===== src/design/event_fifo_with_backpressure_metrics_assert.svh =====
// Assertion macros shared by the event FIFO RTL.
`ifndef EVENT_FIFO_WITH_BACKPRESSURE_METRICS_ASSERT_SVH
`define EVENT_FIFO_WITH_BACKPRESSURE_METRICS_ASSERT_SVH

`ifndef SYNTHESIS
`define EFBM_ASSERT(label, clk, rst_n, prop) \
    label: assert property (@(posedge clk) disable iff (!rst_n) prop) \
        else $error("event fifo check failed");
`define EFBM_ASSERT_ALWAYS(label, clk, prop) \
    label: assert property (@(posedge clk) prop) \
        else $error("event fifo check failed");
`else
`define EFBM_ASSERT(label, clk, rst_n, prop)
`define EFBM_ASSERT_ALWAYS(label, clk, prop)
`endif

`endif


===== src/design/efbm_pkg.sv =====
// Shared types, codes and helpers of the event FIFO.
package efbm_pkg;

    localparam int OP_W       = 2;
    localparam int STATUS_W   = 2;
    localparam int CNT_W      = 32;
    localparam int OCC_OUT_W  = 5;
    localparam int ENTRY_W    = 3;
    localparam int S_TDATA_W  = 8;
    localparam int S_TUSER_W  = 2;
    localparam int M_TDATA_W  = 144;
    localparam int M_TUSER_W  = 3;

    localparam logic [OP_W-1:0] OP_PUBLISH = 2'd0;
    localparam logic [OP_W-1:0] OP_CONSUME = 2'd1;
    localparam logic [OP_W-1:0] OP_FAILURE = 2'd2;

    localparam logic [STATUS_W-1:0] ST_OK           = 2'd0;
    localparam logic [STATUS_W-1:0] ST_INVALID      = 2'd1;
    localparam logic [STATUS_W-1:0] ST_BACKPRESSURE = 2'd2;

    localparam logic [1:0] SRC_INVALID = 2'd3;

    typedef logic [CNT_W-1:0] cnt_t;

    typedef struct packed {
        logic [1:0] source;
        logic       kind;
    } entry_t;

    function automatic cnt_t sat_inc(input cnt_t v);
        sat_inc = (v == {CNT_W{1'b1}}) ? v : v + cnt_t'(1);
    endfunction

endpackage


===== src/design/efbm_ram.sv =====
// Generic single-write, single-read RAM with registered read data.
module efbm_ram #(
    parameter int WIDTH = 3,
    parameter int DEPTH = 16
) (
    input  logic                     clk,
    input  logic                     wr_en,
    input  logic [$clog2(DEPTH)-1:0] wr_addr,
    input  logic [WIDTH-1:0]         wr_data,
    input  logic                     rd_en,
    input  logic [$clog2(DEPTH)-1:0] rd_addr,
    output logic [WIDTH-1:0]         rd_data
);

    logic [WIDTH-1:0] mem_reg [DEPTH];
    logic [WIDTH-1:0] rd_data_reg;

    always_ff @(posedge clk) begin
        if (wr_en) begin
            mem_reg[wr_addr] <= wr_data;
        end
        if (rd_en) begin
            rd_data_reg <= mem_reg[rd_addr];
        end
    end

    assign rd_data = rd_data_reg;

endmodule


===== src/design/event_fifo_with_backpressure_metrics.sv =====
// Event FIFO top level: ring buffer, saturating counters and high-water mark.
// An accepted input updates the state and loads stage one; the RAM's registered
// read then joins the metrics in the output register that drives m_tvalid.
// Throughput: one item per cycle; an item enters each cycle unless the
// result register and the stage behind it are both held by m_tready low.
// Reset (aresetn low, synchronous): pointers, counters, high-water mark and
// valid flags clear; the event RAM keeps its contents and needs no clearing.
module event_fifo_with_backpressure_metrics #(
    parameter int DEPTH = 16
) (
    input  logic                           aclk,
    input  logic                           aresetn,
    input  logic                           s_tvalid,
    output logic                           s_tready,
    // [1:0] event_type, [3:2] event_source, [7:4] zero
    input  logic [efbm_pkg::S_TDATA_W-1:0] s_tdata,
    // [1:0] operation
    input  logic [efbm_pkg::S_TUSER_W-1:0] s_tuser,
    output logic                           m_tvalid,
    input  logic                           m_tready,
    // [0] popped_type, [2:1] popped_source, [7:3] occupancy,
    // [39:8] published_count, [71:40] processed_count,
    // [103:72] backpressure_count, [135:104] failure_count,
    // [140:136] high_water, [143:141] zero
    output logic [efbm_pkg::M_TDATA_W-1:0] m_tdata,
    // [1:0] status, [2] event_valid
    output logic [efbm_pkg::M_TUSER_W-1:0] m_tuser
);

    import efbm_pkg::*;

    `include "event_fifo_with_backpressure_metrics_assert.svh"

    localparam int ADDR_W = $clog2(DEPTH);
    localparam int PTR_W  = ADDR_W + 1;

    // fifo state
    logic [PTR_W-1:0] wr_ptr_reg, wr_ptr_next;
    logic [PTR_W-1:0] rd_ptr_reg, rd_ptr_next;
    logic [PTR_W-1:0] peak_reg, peak_next;
    cnt_t             pub_reg, pub_next;
    cnt_t             proc_reg, proc_next;
    cnt_t             refused_reg, refused_next;
    cnt_t             failed_reg, failed_next;

    // stage one: metrics snapshot waiting for the RAM read data
    logic                s1_valid_reg;
    logic [STATUS_W-1:0] s1_status_reg;
    logic                s1_pop_reg;
    logic [PTR_W-1:0]    s1_occ_reg;

    // result register
    logic                 m_tvalid_reg;
    logic [M_TDATA_W-1:0] m_tdata_reg, m_tdata_next;
    logic [M_TUSER_W-1:0] m_tuser_reg, m_tuser_next;

    logic [OP_W-1:0]     op;
    logic [1:0]          ev_type;
    logic [1:0]          ev_src;
    logic                arg_bad;
    logic [PTR_W-1:0]    occ;
    logic [PTR_W-1:0]    occ_after;
    logic                full;
    logic                empty;
    logic                do_push;
    logic                do_pop;
    logic [STATUS_W-1:0] status;
    logic                s_fire;
    logic                s1_advance;
    entry_t              wr_entry;
    entry_t              rd_entry;
    entry_t              popped;

    assign op      = s_tuser;
    assign ev_type = s_tdata[1:0];
    assign ev_src  = s_tdata[3:2];
    assign arg_bad = ev_type[1] || (ev_src == SRC_INVALID);

    assign occ   = wr_ptr_reg - rd_ptr_reg;
    assign full  = occ[PTR_W-1];
    assign empty = (occ == '0);

    assign s1_advance = s1_valid_reg && (!m_tvalid_reg || m_tready);
    assign s_tready   = !s1_valid_reg || s1_advance;
    assign s_fire     = s_tvalid && s_tready;

    always_comb begin
        status       = ST_OK;
        do_push      = 1'b0;
        do_pop       = 1'b0;
        refused_next = refused_reg;
        failed_next  = failed_reg;
        case (op)
            OP_PUBLISH: begin
                if (arg_bad) begin
                    status = ST_INVALID;
                end else if (full) begin
                    status       = ST_BACKPRESSURE;
                    refused_next = sat_inc(refused_reg);
                end else begin
                    do_push = 1'b1;
                end
            end
            OP_CONSUME: begin
                do_pop = !empty;
            end
            OP_FAILURE: begin
                failed_next = sat_inc(failed_reg);
            end
            default: begin
                status = ST_INVALID;
            end
        endcase
    end

    assign wr_ptr_next = wr_ptr_reg + PTR_W'(do_push);
    assign rd_ptr_next = rd_ptr_reg + PTR_W'(do_pop);
    assign pub_next    = do_push ? sat_inc(pub_reg) : pub_reg;
    assign proc_next   = do_pop ? sat_inc(proc_reg) : proc_reg;
    assign occ_after   = occ + PTR_W'(do_push) - PTR_W'(do_pop);
    assign peak_next   = (occ_after > peak_reg) ? occ_after : peak_reg;

    assign wr_entry.kind   = ev_type[0];
    assign wr_entry.source = ev_src;

    efbm_ram #(
        .WIDTH (ENTRY_W),
        .DEPTH (DEPTH)
    ) u_store (
        .clk     (aclk),
        .wr_en   (s_fire && do_push),
        .wr_addr (wr_ptr_reg[ADDR_W-1:0]),
        .wr_data (wr_entry),
        .rd_en   (s_fire && do_pop),
        .rd_addr (rd_ptr_reg[ADDR_W-1:0]),
        .rd_data (rd_entry)
    );

    always_ff @(posedge aclk) begin
        if (!aresetn) begin
            wr_ptr_reg  <= '0;
            rd_ptr_reg  <= '0;
            peak_reg    <= '0;
            pub_reg     <= '0;
            proc_reg    <= '0;
            refused_reg <= '0;
            failed_reg  <= '0;
        end else if (s_fire) begin
            wr_ptr_reg  <= wr_ptr_next;
            rd_ptr_reg  <= rd_ptr_next;
            peak_reg    <= peak_next;
            pub_reg     <= pub_next;
            proc_reg    <= proc_next;
            refused_reg <= refused_next;
            failed_reg  <= failed_next;
        end
    end

    // stage one holds the metrics; the counters above already moved on
    logic                s1_load;
    cnt_t                s1_pub_reg, s1_proc_reg, s1_refused_reg, s1_failed_reg;
    logic [PTR_W-1:0]    s1_peak_reg;

    assign s1_load = s_fire;

    always_ff @(posedge aclk) begin
        if (!aresetn) begin
            s1_valid_reg <= 1'b0;
        end else if (s1_load) begin
            s1_valid_reg <= 1'b1;
        end else if (s1_advance) begin
            s1_valid_reg <= 1'b0;
        end
    end

    always_ff @(posedge aclk) begin
        if (s1_load) begin
            s1_status_reg  <= status;
            s1_pop_reg     <= do_pop;
            s1_occ_reg     <= occ_after;
            s1_pub_reg     <= pub_next;
            s1_proc_reg    <= proc_next;
            s1_refused_reg <= refused_next;
            s1_failed_reg  <= failed_next;
            s1_peak_reg    <= peak_next;
        end
    end

    // zero the popped fields when nothing was popped
    assign popped = s1_pop_reg ? rd_entry : '0;

    assign m_tdata_next = {3'b000, OCC_OUT_W'(s1_peak_reg), s1_failed_reg, s1_refused_reg,
                           s1_proc_reg, s1_pub_reg, OCC_OUT_W'(s1_occ_reg),
                           popped.source, popped.kind};
    assign m_tuser_next = {s1_pop_reg, s1_status_reg};

    always_ff @(posedge aclk) begin
        if (!aresetn) begin
            m_tvalid_reg <= 1'b0;
        end else if (s1_advance) begin
            m_tvalid_reg <= 1'b1;
        end else if (m_tready) begin
            m_tvalid_reg <= 1'b0;
        end
    end

    always_ff @(posedge aclk) begin
        if (s1_advance) begin
            m_tdata_reg <= m_tdata_next;
            m_tuser_reg <= m_tuser_next;
        end
    end

    assign m_tvalid = m_tvalid_reg;
    assign m_tdata  = m_tdata_reg;
    assign m_tuser  = m_tuser_reg;

    `EFBM_ASSERT(a_occ_bound, aclk, aresetn, occ <= PTR_W'(DEPTH))
    `EFBM_ASSERT(a_peak_covers_occ, aclk, aresetn, peak_reg >= occ)
    `EFBM_ASSERT(a_empty_pop_holds, aclk, aresetn,
        (s_fire && (op == OP_CONSUME) && empty) |=> $stable(rd_ptr_reg))
    `EFBM_ASSERT(a_s1_held_on_stall, aclk, aresetn,
        (s1_valid_reg && !s1_advance) |=> (s1_valid_reg && $stable(s1_occ_reg)))
    `EFBM_ASSERT_ALWAYS(a_no_accept_in_reset, aclk, !aresetn |=> !m_tvalid)

endmodule

===== config.mk =====
export PLATFORM = sky130hd
export DESIGN_NAME = event_fifo_with_backpressure_metrics
export DESIGN_NICKNAME = d
export VERILOG_FILES = /design/src/design/efbm_pkg.sv /design/src/design/efbm_ram.sv /design/src/design/event_fifo_with_backpressure_metrics.sv
export VERILOG_INCLUDE_DIRS = /design/src /design/src/design
export SDC_FILE = /design/constraint.sdc
export NUM_CORES = 1
export LEC_CHECK = 0
export BUFFER_PORTS_ARGS = -buffer_cell sky130_fd_sc_hd__buf_2
export CAP_MARGIN = 0
export CELL_PAD_IN_SITES_DETAIL_PLACEMENT = 2
export CELL_PAD_IN_SITES_GLOBAL_PLACEMENT = 2
export CORE_ASPECT_RATIO = 0.6
export CORE_MARGIN = 5
export CORE_UTILIZATION = 35
export CTS_CLUSTER_DIAMETER = 30
export DETAILED_ROUTE_END_ITERATION = 16
export GPL_TIMING_DRIVEN = 0
export PLACE_DENSITY = 0.68
export RECOVER_POWER = 25
export SYNTH_ARGS = -nofsm -noshare
export SYNTH_HDL_FRONTEND = slang
export SYNTH_HIERARCHICAL = 1
export SYNTH_SLANG_ARGS = --single-unit

===== constraint.sdc =====
create_clock -name aclk -period 31.2 [get_ports aclk]
set_input_delay 1.56 -clock aclk [delete_from_list [all_inputs] [get_ports aclk]]
set_output_delay 1.56 -clock aclk [all_outputs]
set_load 0.02 [all_outputs]

-- After elaboration in Yosys (flattened, before gate mapping)
Memories as Yosys holds them, arrays and structs flattened. A register that Yosys moved wholly into a read port is not among the register bits.
Cells that the tools add are included.
- magnitude comparators: 1
- reduce and logical (&&, ||, !) cells: 15
- add/subtract/negate cells: 9
- muxes and demuxes: 24
- eq/ne operators: 7
- operator list (cell ; count):
    2-to-1 mux 32 bit ; 10
    adder 32 x 1 -> 32 bit, second input constant ; 4
    == test 32 bit, second input constant ; 4
    adder 5 x 1 -> 5 bit ; 3
    2-to-1 mux 1 bit ; 10
    > comparator 5 bit ; 1
    zero test 5 bit ; 1
    2-to-1 mux 5 bit ; 1
    subtractor 5 x 1 -> 5 bit ; 1
    subtractor 5 bit ; 1
    == test 2 bit, second input constant ; 2
    logical AND 1 bit ; 4
    2-to-1 mux 2 bit ; 2
    one-hot mux 2 bit (2 select lines) ; 1
    nonzero test 2 bit ; 2
    zero test 1 bit ; 3
    logical OR 1 bit ; 3
    == test 2 x 1 -> 1 bit, second input constant ; 1
    zero test 2 bit ; 1
    OR reduction 2 bit ; 1
- output and inout bits: 149
- word-level logic and storage cells: 77
- bits in registers: 430
- memories: 1
- input bits: 14
- memory bits (writable): 48
- memory list (name ; depth ; bits a word ; rd ports ; clocked after Yosys merged registers in ; wr ports ; line ; RTL):
    u_store.mem_reg ; 16 ; 3 ; 1 ; 1 ; 1 ; efbm_ram.sv:15 ; logic [WIDTH-1:0] mem_reg [DEPTH];

-- Depth between registers and ports, before layout
Gate-level depths: netlist (run 1).
- word-level depth: 8
- depth in mapped cells: 23
- mapped depth without buffers: 23

-- Hierarchy
Netlist (run 1), hierarchy kept.
- by module, submodules not included (module ; cells each ; seq. area each (um^2) ; area each (um^2) ; instances):
    event_fifo_with_backpressure_metrics ; 1589 ; 11461.0 ; 18517.8 ; 1
    efbm_ram ; 103 ; 1531.5 ; 2042.0 ; 1

-- Least setup slack after synthesis (run 1)
OpenSTA, ideal clock, no wires.
- path type: input to register
- start point: in m_tready
- end point: reg m_tdata_reg[0], in the netlist m_tdata[0] (enable)
- buffers on the path: 0
- required time: 30.333 ns
- slack: 18.350 ns
- arrival: 11.983 ns
- setup time: 0.867 ns
- stages: 2
- path through: inv_1 a21boi_0
- cells in the longest elaborated chain, start to end: 2
- ends and longest elaborated chain (what ; line ; RTL):
    start, declared ; event_fifo_with_backpressure_metrics.sv:20 ; input logic m_tready,
    logical OR 1 bit ; event_fifo_with_backpressure_metrics.sv:83 ; assign s1_advance = s1_valid_reg && (!m_tvalid_reg || m_tready);
    logical AND 1 bit ; event_fifo_with_backpressure_metrics.sv:83 ;
    via s1_advance ; event_fifo_with_backpressure_metrics.sv:69 ; logic s1_advance;
    end signal, assigned ; event_fifo_with_backpressure_metrics.sv:209 ; m_tdata_reg <= m_tdata_next;
    end, declared ; event_fifo_with_backpressure_metrics.sv:54 ; logic [M_TDATA_W-1:0] m_tdata_reg, m_tdata_next;
The timed path passes the listed nets, and every way through them passes these cells.
A chain may end at the register's enable or synchronous reset.

-- Worst setup path in the final report (run 1)
- start point: reg rd_ptr_reg[2]
- end point: reg peak_reg[1]
- elaborated cells between the ends (all ways): 11
- those cells by class: add/sub (3); order compare (1); mux (5); reduce/logical (2)
- RTL lines (what ; line ; RTL):
    start, declared ; event_fifo_with_backpressure_metrics.sv:39 ; logic [PTR_W-1:0] rd_ptr_reg, rd_ptr_next;
    start signal, assigned ; event_fifo_with_backpressure_metrics.sv:150 ; rd_ptr_reg <= rd_ptr_next;
    subtractor 5 bit ; event_fifo_with_backpressure_metrics.sv:79 ; assign occ = wr_ptr_reg - rd_ptr_reg;
    zero test 5 bit ; event_fifo_with_backpressure_metrics.sv:81 ; assign empty = (occ == '0);
    zero test 1 bit ; event_fifo_with_backpressure_metrics.sv:105 ; do_pop = !empty;
    2-to-1 mux 1 bit ; event_fifo_with_backpressure_metrics.sv:93 ; case (op)
    via do_pop ; event_fifo_with_backpressure_metrics.sv:66 ; logic do_pop;
    subtractor 5 x 1 -> 5 bit ; event_fifo_with_backpressure_metrics.sv:120 ; assign occ_after = occ + PTR_W'(do_push) - PTR_W'(do_pop);
    via occ_after[4] ; event_fifo_with_backpressure_metrics.sv:62 ; logic [PTR_W-1:0] occ_after;
    > comparator 5 bit ; event_fifo_with_backpressure_metrics.sv:121 ; assign peak_next = (occ_after > peak_reg) ? occ_after : peak_reg;
    2-to-1 mux 5 bit ; event_fifo_with_backpressure_metrics.sv:121 ;
    via peak_next[1] ; event_fifo_with_backpressure_metrics.sv:40 ; logic [PTR_W-1:0] peak_reg, peak_next;
    end signal, assigned ; event_fifo_with_backpressure_metrics.sv:151 ; peak_reg <= peak_next;
    end, declared ; event_fifo_with_backpressure_metrics.sv:40 ;
The timed path passes the listed nets, and every way through them passes these cells.

==> metrics.csv, run 1 <==
metric,value,unit
setup_ws,24860,ps
slew_headroom,-0.4824,
p_per_area,71.25,nW/µm²
worstPathArrival,6800,ps
dr.pass1.iters,8,
p_sw_frac,0.2304,
die_h,197.7,µm
die_w,322.9,µm
clk_latency,640,ps
mostFrequentLayoutCell,edfxtp_1,
startpoint,rd_ptr_reg[2],
synthFlopType,edfxtp_1,
peakVddDrop,0.04439,mV
p_leak,9.248,nW
cap_violations,3,
start_util,0.3554,
r2r_start,rd_ptr_reg[2],
p_switching,0.4206,mW
ant_nets,0,
p_seq_frac,0.392,
netlist_area,20560,µm²
synth_edf_count,336,
synth_area_per_cell,12.15,µm²
regArea,12990,µm²
clock_path_buffers,3,
drc,0,
portBuffers,155,
tightest_slew,2204,ps
drive_above_1_share,0.1930,
ff2ff_setup_slack,24860,ps
rows,68,
cts_buffers,87,
status,finished with violations,
antenna_cells,0,
ctsResizeCount,0,
gp_congestion,0.8238,
failed_checks,"max-capacitance violations, max-slew violations",
synth_seq_cells,481,
grt.met2_usage,0.3193,
drt-initial-drc-count,923,
root_buffer,clkbuf_16,
fillers,5871,
antenna_found_initial,2,
cts_hold_buf,0,
holdWs,406.2,ps
grt_pass1_wl,96.68,mm
grt_pass1_vias,15639,
cp-start-kind,register,
h-tree-depth,3,
hpwl,44.50,mm
nNetsFinal,1990,
synthCells,1692,
finalSetupTns,0,ps
p_int,1.405,mW
cp-endpoint,peak_reg[1],
grt_max_degree,38,
largest_reg_flops,141,
clock_power_share,0.561,
setup-violations-final,0,
vias,14691,
final_cells,2791,
async_flop_share,0,
syn2layout_area_growth,24.65,%
r2r-end,peak_reg[1],
rsz0062_at_grt,no,
ioPinCount,163,
finalHoldViolCount,0,
final_cell_mix,"edfxtp_1 (336), nand2_1 (171), buf_2 (170)",
cp-end-kind,register,
grtUsageMet3,0.03862,
routed_wl,64.16,mm
busiest_layer,met2,
rr_worst_depth,23,
slew_violations,66,
grt_overflow_total,0,
core,57860,µm²
cts_tree,done,
grt_usage,0.1985,
p_comb_frac,0.047,
placed_cells,2628,
yosysSeqAreaShare,0.6319,
fmax,0.1576,GHz
multiInputGateArea,7013,µm²
clock-skew-final,17.99,ps
min-delay-path-class,reg -> reg,
critPathKind,reg -> reg,
vias_per_cell,5.264,
yosysUniqueCellTypes,71,
fin_crit_sh,0.2033,
postCtsSetupRepairBufs,0,
crit_fanout,12,
fin_crit,6344,ps
die-area,63850,µm²
grtUsageMet1,0.2792,
synth_warnings,6,
post-place-ws,24630,ps
wl_per_cell,22.99,µm
numClockSinks,481,
clk_pin_slew,50,ps
cp_data_required_time,31660,ps
## synthesized netlist by cell type (all sizes together) (4+ instances only)
cell type	n	area share
a211oi	5	0.0021
a21oi	61	0.017
and2	17	0.0052
and3	38	0.012
and4	5	0.0021
buf	33	0.011
clkbuf	56	0.010
dfxtp	145	0.14
edfxtp	336	0.49
ha	27	0.016
inv	33	0.0060
mux2i	17	0.0083
mux4	12	0.015
nand2	171	0.031
nand2b	22	0.0067
nand3	93	0.023
nand3b	7	0.0026
nand4	63	0.019
nor2	144	0.026
nor2b	5	0.0015
nor3	48	0.013
nor4	22	0.0086
o21a	4	0.0015
o21ai	32	0.0080
o21bai	4	0.0018
o31ai	14	0.0051
or2	7	0.0021
or3	33	0.010
or4	13	0.0051
xnor2	110	0.047
xor2	83	0.035
## logic make-up after synthesis
family / Yosys count / synth area share
xor+xnor: 194 / 0.08331
flops: 481 / 0.6319
mux: 31 / 0.02398
fa+ha+maj: 29 / 0.01838
simple gates: 696 / 0.1718
buf+inv: 122 / 0.02708
other cells: 1 / 0.0001824
compound gates: 138 / 0.04333
## metrics by stage
stage	cell area [µm²]	utilization	total power, mW
final	25630	0.4430	1.826
after global routing	25630	0.4430	1.891
after CTS	25680	0.4439	1.850
after detailed placement	22500	0.3889	0.8145
after global placement	22310	0.3856	0.8131
after floorplan	20570	-	0.7794
## power groups by stage
stage | Clock, mW | Combinational, mW | Sequential (mW)
after floorplan | 0 | 0.0372 | 0.742
after global placement | 0 | 0.0770 | 0.736
after detailed placement | 0 | 0.0856 | 0.729
after CTS | 1.05 | 0.0873 | 0.717
after global routing | 1.08 | 0.0913 | 0.718
final | 1.02 | 0.0853 | 0.716
## routing by layer
metal,vias to the layer above,part of all wire,wire length [µm]
met4,0,0.018,1128
li1,6667,-,-
met5,-,0,0
met1,7614,0.47,30170
met2,321,0.47,30190
met3,89,0.042,2673
## critical path, cell delays in order (launching register included)
cell and delay (ps):
dfxtp_1 530, inv_1 150, ha_1 360, a21oi_1 160, nand2_1 80, xnor2_1 370
ha_1 240, nand2_1 50, o41a_1 480, buf_2 330, ha_1 330, inv_1 40
ha_1 210, fa_1 430, a21oi_1 160, o21bai_1 110, xnor3_1 330, ha_1 300
nand2_1 110, o22ai_1 100, a21oi_1 730, mux2_2 430, nor2_1 90, a211oi_1 70
## worst min path at each step
stage,endpoint,depth (start not counted),from,slack [ps]
after floorplan,m_tdata[100],0,s1_refused_reg[28],400
after global placement,m_tdata[52],0,s1_proc_reg[12],400
after detailed placement,m_tdata[67],0,s1_proc_reg[27],410
after CTS,m_tdata[75],0,s1_refused_reg[3],410
after global routing,m_tuser[1],0,s1_status_reg[1],410
final,m_tdata[75],0,s1_refused_reg[3],410
## layout make-up
| type | count | area share |
|---|---|---|
| Tap cell | 770 | 0.03759 |
| Timing Repair Buffer | 164 | 0.03583 |
| Inverter | 33 | 0.004833 |
| Multi-Input combinational cell | 1091 | 0.2736 |
| Buffer | 89 | 0.01694 |
| Clock buffer | 104 | 0.09105 |
| Clock inverter | 59 | 0.03315 |
| Sequential cell | 481 | 0.5070 |
Power figures use the tool's default switching activity.
==> run 2: changes to the inputs <==
==> constraint.sdc (replaced) <==
create_clock -name aclk -period 6.45 [get_ports aclk]
set_input_delay 0.3225 -clock aclk [delete_from_list [all_inputs] [get_ports aclk]]
set_output_delay 0.3225 -clock aclk [all_outputs]
set_load 0.02 [all_outputs]
==> metrics.csv, run 2 (synthesis gave the netlist of run 1 again) <==
metric,value,unit
drive_above_1_share,0.1793,
nNetsFinal,1989,
grt_max_degree,42,
clock-skew-final,16.67,ps
vias,14705,
finalHoldViolCount,0,
grt_pass1_wl,99.13,mm
hpwl,45.56,mm
fin_area,25530,µm²
ant_nets,0,
cts_buffers,85,
h-tree-depth,3,
grt_overflow_total,0,
setup-violations-final,0,
tightest_slew,2815,ps
die_h,197.7,µm
gp_congestion,0.8449,
die-area,63850,µm²
rr_worst_depth,23,
final_cell_mix,"edfxtp_1 (336), nand2_1 (171), dfxtp_1 (145)",
whs_path_depth,3,
cap_violations,1,
worstPathArrival,6530,ps
drt-initial-drc-count,918,
path_depth,23,
syn2layout_area_growth,24.18,%
mostFrequentLayoutCell,edfxtp_1,
fmax,0.1652,GHz
numClockSinks,481,
core,57860,µm²
failed_checks,"max-capacitance violations, max-slew violations",
start_util,0.3554,
cp_data_required_time,6930,ps
antenna_found_initial,3,
fin_crit_sh,0.9387,
drc,0,
clock_path_buffers,3,
largest_reg_flops,141,
cp-end-kind,register,
critical-path-max-stage-delay,540,ps
slew_violations,15,
rsz0062_at_grt,no,
cp-start-kind,register,
status,finished with violations,
placed_cell_area,22500,µm²
antenna_cells,0,
slew_headroom,-0.8936,
p_leak,9.114,nW
cp_slowest_cell,dfxtp_1,
crit_fanout,12,
peakVddDrop,0.2127,mV
min-delay-path-class,in -> reg,
p_per_area,338.6,nW/µm²
grt_pass1_vias,16049,
fin_crit,6055,ps
die_w,322.9,µm
portBuffers,155,
finalSetupTns,0,ps
wl_per_cell,23.50,µm
cts_tree,done,
p_total,8.645,mW
rows,68,
vias_per_cell,5.272,
critPathKind,reg -> reg,
critical_path.top_delay_family,adder cells,
dr.pass1.iters,4,
path_cells,inv_1 > ha_1 > a21oi_1 > nand2_1 > xnor2_1 > ha_1 > nand2_1 > o41a_1 > buf_2 > ha_1 > inv_1 > ha_1 > fa_1 > a21oi_1 > o21bai_1 > xnor3_1 > ha_1 > nand2_1 > o22ai_1 > a21oi_2 > mux2_2 > nor2_1 > a211oi_1,
grt_usage,0.2027,
routed_wl,65.54,mm
ioPinCount,163,
path_common_cell,ha_1,
clk_pin_slew,50,ps
clk_latency,640,ps
worst-path-buf-inv,3,
root_buffer,clkbuf_16,
run 2: cell types whose count changed in the layout (fill, tap and decap cells not counted), moves of 4 or more:
| cell | change |
|---|---|
| buf_2 | -32 |
| inv_6 | -5 |
| clkinv_4 | +7 |
| clkbuf_1 | +27 |
| bufinv_16 | -4 |
| clkinvlp_4 | +4 |
run 2: through the flow:
stage | instances | hold slack [ps] | setup WS [ps] | util
after floorplan | 1694 | 400.3 | 368.1 | -
after global placement | 2619 | 401.2 | -2846 | 0.3856
after detailed placement | 2628 | 405.2 | 282.3 | 0.3889
after CTS | 2789 | 9.501 | 172.8 | 0.4423
after global routing | 2789 | 39.36 | 156.8 | 0.4413
final | 2789 | 38.04 | 395.2 | 0.4413
run 2: worst reg2reg max path, stage by stage (launching register included):
cell and delay [ps]:
dfxtp_1 540, inv_1 140, ha_1 360, a21oi_1 170, nand2_1 80, xnor2_1 330
ha_1 220, nand2_1 50, o41a_1 490, buf_2 350, ha_1 370, inv_1 50
ha_1 210, fa_1 430, a21oi_1 160, o21bai_1 90, xnor3_1 350, ha_1 300
nand2_1 80, o22ai_1 80, a21oi_2 420, mux2_2 420, nor2_1 110, a211oi_1 70
run 2: report_power, final:
part	leakage (nW)	internal, mW	total [mW]	switching [mW]
registers	4.42	3.42	3.46	0.0411
clock network	1.47	3.04	4.76	1.72
logic	3.22	0.112	0.416	0.304
run 2: path summary, 6_finish.rpt:
kind                     start            to  slack [ps]
max reg2reg      rd_ptr_reg[2]   peak_reg[1]         400
min reg2reg  s1_failed_reg[17]  m_tdata[121]         400
min                    aresetn  proc_reg[22]          40
max              rd_ptr_reg[2]   peak_reg[1]         400
run 2: final cells by class:
cell class / instances / area (µm²)
fill: 5849 / 32320
sequential: 481 / 12990
multi-input combinational: 1091 / 7017
clock buffer: 98 / 2247
tap: 770 / 963.4
timing repair buffer: 165 / 920.9
clock inverter: 62 / 832.0
buffer: 89 / 434.2
inverter: 33 / 123.9
run 2: layer usage:
layer / wire length, µm / vias to the layer above / part of all wire / GRT usage
li1: - / 6656 / - / -
met1: 29790 / 7591 / 0.45 / 0.2753
met2: 30980 / 362 / 0.47 / 0.3334
met3: 3348 / 96 / 0.051 / 0.04097
met4: 1425 / 0 / 0.022 / 0.05640
met5: 0 / - / 0 / 0
run 2: timing repair:
action	in CTS	in global routing
hold buffers	1	0
endpoints found under the setup margin	0	7
resized for setup	0	1
endpoints found under the hold margin	1	0
buffers inserted	0	0
